$ cat src/hw/rtl/lsi_pkg.sv
// ----------------------------------------------------------------------------
// lsi_pkg
// Shared widths, relation codes and the queue item type of the 3D line
// closest-approach intersection block.
// ----------------------------------------------------------------------------
package lsi_pkg;

  localparam int FRAC_BITS = 16;
  localparam int TOL_W     = 16;
  localparam int TOL2_W    = 2 * TOL_W;
  localparam int LIM_W     = TOL2_W + 2 * FRAC_BITS;
  localparam int CRD_W     = 32;
  localparam int DW        = CRD_W + 1;          // coordinate differences
  localparam int PW        = 2 * DW;             // products of differences
  localparam int CW        = PW + 1;             // cross product components
  localparam int SQ_W      = 2 * CW;             // c * c and similar terms
  localparam int RCP_W     = DW + CW;            // r * c terms
  localparam int DOT_W     = SQ_W + 2;           // den, tn, sn
  localparam int RC_W      = RCP_W + 2;          // r . c
  localparam int RC2_W     = 2 * RC_W;           // (r . c)^2
  localparam int TD_W      = TOL2_W + DOT_W;     // tol^2 * den
  localparam int NUM_W     = DOT_W + DW;         // tn * d
  localparam int REM_W     = NUM_W + 3;          // rounded dividend
  localparam int DV_W      = DOT_W + 1;          // 2 * den
  localparam int QB        = 34;                 // quotient bits kept
  localparam int V_W       = QB + 2;             // start + quotient
  localparam int IN_W      = 12 * CRD_W;
  localparam int OUT_W     = 104;

  // Wide products are split into 32-bit limbs, one limb product per multiplier.
  localparam int WIDE      = 256;
  localparam int LB        = 32;                 // limb width
  localparam int PP_W      = 2 * (LB + 1);       // signed limb product
  localparam int C_L       = 3;                  // limbs of c, r x e, r x d
  localparam int R_L       = 2;                  // limbs of r and d
  localparam int RC_L      = 4;                  // limbs of r . c
  localparam int DOT_L     = 5;                  // limbs of den and tn
  localparam int TSQ_L     = 2;                  // limbs of tol^2

  typedef logic signed [PP_W-1:0] pp_t;

  typedef enum logic [2:0] {
    REL_PARALLEL = 3'd0,
    REL_SEG_SEG  = 3'd1,
    REL_SEG_LINE = 3'd2,
    REL_LINE     = 3'd3,
    REL_SKEW     = 3'd4
  } rel_t;

  typedef struct packed {
    rel_t                      rel;
    logic [2:0][CRD_W-1:0]     fa;
    logic [2:0][DW-1:0]        d;
    logic [DOT_W-1:0]          tn;
    logic [DOT_W-1:0]          den;
  } item_t;

  localparam int ITEM_W = $bits(item_t);

  // Limb i of an n-limb operand. The lower limbs are unsigned and the top one
  // carries the sign, so each limb product fits a 33 by 33 signed multiplier.
  function automatic logic signed [LB:0] limb(input logic signed [WIDE-1:0] x,
                                               input int i, input int n);
    if (i == n - 1) begin
      return (LB+1)'($signed(x[LB*i +: LB]));
    end
    return {1'b0, x[LB*i +: LB]};
  endfunction

endpackage

$ cat src/hw/rtl/lsi_fifo.sv
// ----------------------------------------------------------------------------
// lsi_fifo
// Four-entry queue between the classifying front and the point back end.
// ----------------------------------------------------------------------------
module lsi_fifo
  import lsi_pkg::*;
(
  input  logic  clk,
  input  logic  rst_n,
  input  logic  wr_valid,
  output logic  wr_ready,
  input  item_t wr_item,
  output logic  rd_valid,
  input  logic  rd_ready,
  output item_t rd_item
);

  localparam int DEPTH = 4;
  localparam int AW    = $clog2(DEPTH);

  item_t         mem_r [DEPTH];
  logic [AW-1:0] wp_r, rp_r;
  logic [AW:0]   cnt_r;
  logic          push, pop;

  assign wr_ready = (cnt_r != (AW+1)'(DEPTH));
  assign rd_valid = (cnt_r != '0);
  assign rd_item  = mem_r[rp_r];
  assign push     = wr_valid && wr_ready;
  assign pop      = rd_valid && rd_ready;

  always_ff @(posedge clk) begin
    if (!rst_n) begin
      wp_r  <= '0;
      rp_r  <= '0;
      cnt_r <= '0;
    end else begin
      if (push) wp_r <= wp_r + 1'b1;
      if (pop)  rp_r <= rp_r + 1'b1;
      cnt_r <= cnt_r + (AW+1)'(push) - (AW+1)'(pop);
    end
  end

  always_ff @(posedge clk) begin
    if (push) mem_r[wp_r] <= wr_item;
  end

endmodule

$ cat config.mk
export PLATFORM = sky130hd
export DESIGN_NAME = lsi_fifo
export DESIGN_NICKNAME = d
export VERILOG_FILES = /design/src/hw/rtl/lsi_pkg.sv /design/src/hw/rtl/lsi_fifo.sv
export SDC_FILE = /design/constraint.sdc
export NUM_CORES = 1
export LEC_CHECK = 0
export BUFFER_PORTS_ARGS = -buffer_cell sky130_fd_sc_hd__buf_2
export CORE_UTILIZATION = 51
export CTS_CLUSTER_SIZE = 16
export DETAILED_ROUTE_END_ITERATION = 10
export PLACE_DENSITY = 0.73
export SETUP_SLACK_MARGIN = 0.3
export SLEW_MARGIN = 40
export SYNTH_ARGS = -nofsm -noshare
export SYNTH_HDL_FRONTEND = slang
export SYNTH_SLANG_ARGS = --single-unit
$ cat constraint.sdc
create_clock -name clk -period 13.49 [get_ports clk]
set_input_delay 2.0235 -clock clk [delete_from_list [all_inputs] [get_ports clk]]
set_output_delay 2.0235 -clock clk [all_outputs]
set_load 0.005 [all_outputs]
# After elaboration in Yosys (flattened, before gate mapping)
# Memories as Yosys holds them, arrays and structs flattened. A register that Yosys moved wholly into a read port is not among the register bits.
# Cells that the tools add are included.
# op_classes
addsub,4
eq_ne,1
muxes,4
n_reduce_logical,3
# op_table
op,count
$add 2x1->2 const B,2
$mux 2,2
$add 3x1->3,1
$ne 3x3->1 const B,1
$reduce_bool 3->1,1
$sub 3x1->3,1
$logic_and 1x1->1,2
$mux 1,2
# totals
regBits,7
mem_bits_rw,1880
inputBits,474
elab_cells,16
memories,1
# mem_list
name,words,word_bits,read_ports,rd_ports_with_merged_regs,write_ports,line,text
mem_r,4,470,1,1,1,lsi_fifo.sv:21,item_t mem_r [DEPTH];

# Longest topological paths before layout
# logic_depth
word_depth,4
depth_mapped,11

# Worst setup path after synthesis
# No wires, ideal clock.
# synth_timing
kind,input to register
startpoint,input wr_valid
endpoint,"memory mem_r[2][0] (netlist bit), enable pin"
setup_ps,895
arrival_ps,13046
required_time_ps,12595
slack_ps,-451
path_stages,2
path_buffers,0
path_cell_list,a21boi_1 > and2_1
# synth_between
elab_chain_cells,3
# synth_lines
item,line,text
start: declaration,lsi_fifo.sv:10,"input logic wr_valid,"
$logic_and 1x1->1,lsi_fifo.sv:29,assign push = wr_valid && wr_ready;
$mux 1,lsi_fifo.sv:45,if (push) mem_r[wp_r] <= wr_item;
$mux 1 (implied by the code),lsi_fifo.sv:45,
end: declaration,lsi_fifo.sv:21,
# Every way passes these cells.

==> impl_metrics.toml <==
[outcome]
status = "finished clean"

[final_layout]
fraction_of_layout_instances_using_a_drive_strength_above_1_pct = 45.7
layout.cells.most_common = "sky130_fd_sc_hd__edfxtp_1"
finish.cell_count_without_fillers = 5529
num-nets-final = 4052
areaGrowthSynthToFinish_pct = 18.7
postLayoutCellArea_um2 = 81000
layout.cells.most_common_list = "1880 x sky130_fd_sc_hd__edfxtp_1, 945 x sky130_fd_sc_hd__buf_2, 470 x sky130_fd_sc_hd__mux4_2, 184 x sky130_fd_sc_hd__clkbuf_16, 51 x sky130_fd_sc_hd__clkinv_1"
num-fill-cells = 8866

[worst_setup_path]
critPathRequiredTime_ns = 11.47
setup.worst_path.class = "flip-flop to primary output"
worst_setup_path_start_kind = "flip-flop"
worst-r2r-setup-slack_ns = 9.57
regToRegStartpoint = "cnt_r[1]$_SDFF_PN0_"
r2r.worst_path.cells = 6
reg_to_reg_endpoint = "mem_r[2][263]$_DFFE_PP_"
critical_path_peak_fanout = 61
worst_setup_ep_type = "primary output"
arrival_ns = 4.18

[global_route]
antenna_found_initial = 95
overflow = 0
total_routing_usage_gr_pct = 21.8
grt_pass1_wl_mm = 213
largest_net_degree_at_the_start_of_global_routing = 135
via_count_of_the_first_global_routing_pass = 32200

[min_path]
hold-path-cell-count = 2
holdPathEnd = "wp_r[1]$_SDFFE_PN0P_"
hold_start = "wp_r[1]$_SDFFE_PN0P_"
hold_path.class = "flip-flop to flip-flop"

[yosys]
post_synthesis_net_count = 2983
syn-instance-count = 2502
yosysWarningCount = 0
synthesis.area_per_instance_um2 = 27.3
sequential_cell_area_fraction_in_the_yosys_report_pct = 83.0
postSynthRegisterBits = 1889
synth_cell_area_um2 = 68200
post_synth_num_cell_types = 20

[floorplanning]
coreArea_um2 = 132000
chipHeight_um = 368
top_level_ports = 946
fp.dieArea_um2 = 135000
initial_core_util_pct = 51.6
die_width_um = 368
rows = 133

[sta]
drv_slew = 0
final.period_utilization_pct = 46.0
timing.final.hold_violations = 0
slew_headroom_pct = 44.6
fin_hold_ws_ns = 0.501
setup_repair_after_global_routing_missed_its_margin = "no"
fin_skew_ns = 0.0260
max_fclk_mhz = 161
final.min_clock_period_ns = 6.21
setup_violations = 0
worst_slew_pin_slew_ns = 0.831

[power_and_ir_drop]
clock_power_share_pct = 31.2
vdd_ir_drop_max_mv = 0.136
cellPowerDensity_nw_per_um2 = 187
seqPwrFrac_pct = 48.0
p_int_uw = 11300
net_switching_fraction_of_the_power_pct = 25.5
leakage_uw = 0.0267
switching_power_uw = 3860
logic_pwr_share_pct = 20.8

[place]
dp_hpwl_mm = 94.3
gpl.final_weighted_congestion = 0.807
place_inst = 5142
postPlaceCellArea_um2 = 75300
number_of_input_and_output_port_buffers_inserted = 945

[clock_tree]
holdBufCountCts = 0
tritoncts_clock_tree = "built"
clock-sinks = 1889
post_cts_setup_driven_buffer_insertion_count = 0
cts-resized-gates = 0
clk_path_buf_depth = 3
clk-insertion-delay-late_ns = 0.81
clk_pin_slew_ns = 0.06
h-tree-depth = 4
cts_inserted_buffers = 179
clock-root-buffer = "sky130_fd_sc_hd__clkbuf_16"

[route]
postRouteAntennaNets = 0
drt-vias-per-instance = 5.66
dr_total_vias = 31300
number_of_detailed_route_iterations_in_the_first_pass = 5
detailedRoute.firstIterationViolations = 2880
post-route-drc-count = 0
route.detailed.wl_per_inst_um = 26.9
drt-total-wl_mm = 149

[run]
max_cap_violations = 0
final cells by class:
type	count	area, µm²	share of cell area, %
sequential	1889	56600	69.9
multi-input combinational	503	10900	13.4
timing repair buffer	993	5610	6.93
clock buffer	230	4780	5.90
tap	1755	2200	2.71
clock inverter	95	722	0.892
antenna	59	148	0.182
inverter	5	18.8	0.0232
synthesized netlist by cell type:
| master | count | area share, % |
|---|---|---|
| sky130_fd_sc_hd__a21boi_1 | 1 | 0.011 |
| sky130_fd_sc_hd__and2_1 | 7 | 0.064 |
| sky130_fd_sc_hd__buf_1 | 9 | 0.050 |
| sky130_fd_sc_hd__buf_2 | 51 | 0.37 |
| sky130_fd_sc_hd__buf_6 | 33 | 0.54 |
| sky130_fd_sc_hd__clkbuf_1 | 12 | 0.066 |
| sky130_fd_sc_hd__dfxtp_1 | 9 | 0.26 |
| sky130_fd_sc_hd__edfxtp_1 | 1880 | 83 |
| sky130_fd_sc_hd__fa_1 | 1 | 0.029 |
| sky130_fd_sc_hd__ha_1 | 6 | 0.11 |
| sky130_fd_sc_hd__inv_1 | 5 | 0.028 |
| sky130_fd_sc_hd__mux2i_1 | 2 | 0.029 |
| sky130_fd_sc_hd__mux4_2 | 470 | 16 |
| sky130_fd_sc_hd__nand2_1 | 5 | 0.028 |
| sky130_fd_sc_hd__nor2_1 | 1 | 0.0055 |
| sky130_fd_sc_hd__nor2b_1 | 3 | 0.028 |
| sky130_fd_sc_hd__o311ai_0 | 1 | 0.013 |
| sky130_fd_sc_hd__o31a_1 | 1 | 0.013 |
| sky130_fd_sc_hd__or3_1 | 1 | 0.0092 |
| sky130_fd_sc_hd__xnor2_1 | 4 | 0.051 |
kinds of logic (layout without fill, tap and decap cells):
kind of cell	count (synthesis)	count (layout)	share of synthesized area [%]
other	0	59	0
AO/OA/AOI/OAI	3	3	0.0367
XOR/XNOR	4	4	0.0514
buffers and inverters	110	1323	1.06
multiplexers	472	472	15.5
flip-flops	1889	1889	83.0
AND/OR/NAND/NOR	17	17	0.134
adder cells (fa/ha/maj)	7	7	0.139
metrics by stage:
step	setup TNS, ns	worst slack [ns]	util (%)	power, µW
after floorplan	-211.78	-0.451	-	9410
after global placement	0	7.43	56.6	10500
after detailed placement	0	7.95	57.0	10600
after CTS	0	7.05	61.1	15300
after global routing	0	6.88	61.2	15700
final	0	7.28	61.3	15100
power groups by stage:
| stage | registers (µW) | logic (µW) | clock network, µW |
|---|---|---|---|
| floorplan | 7550 | 1860 | 0 |
| global placement | 7370 | 3100 | 0 |
| detailed placement | 7380 | 3180 | 0 |
| CTS | 7270 | 3200 | 4810 |
| global route | 7300 | 3350 | 5020 |
| finish | 7260 | 3150 | 4720 |
worst max-delay path by stage:
stage | from | to | slack (ns) | cells past startpoint
4_1_cts | flip-flop | rd_item[385] | 7.05 | 6
3_3_place_gp | flip-flop | rd_item[234] | 7.43 | 5
5_1_grt | flip-flop | rd_item[385] | 6.88 | 6
2_1_floorplan | wr_valid | mem_r[0][0]$_DFFE_PP_ | -0.45 | 2
6_report | flip-flop | rd_item[391] | 7.28 | 6
3_5_place_dp | flip-flop | rd_item[380] | 7.95 | 6
worst max-delay path: stages (launching register included):
cell	delay [ns]
sky130_fd_sc_hd__dfxtp_4	0.78
sky130_fd_sc_hd__buf_12	0.45
sky130_fd_sc_hd__buf_16	0.38
sky130_fd_sc_hd__buf_12	0.41
sky130_fd_sc_hd__buf_16	0.39
sky130_fd_sc_hd__mux4_2	0.57
sky130_fd_sc_hd__buf_2	0.16
layer usage:
layer  vias up  wire length [µm]  track usage (%)
met4        58              6490             10.4
met2      1367             76200             35.8
li1      13200                 -                -
met1     16300             51700             25.5
met5         -               349                0
met3       372             14200             7.82
flip-flops by register name (all words and copies together), names as in the netlist, named ones only:
| signal | count |
|---|---|
| cnt_r | 3 |
| mem_r | 1880 |
| rp_r | 2 |
| wp_r | 2 |
(Power assumes the default switching activity.)
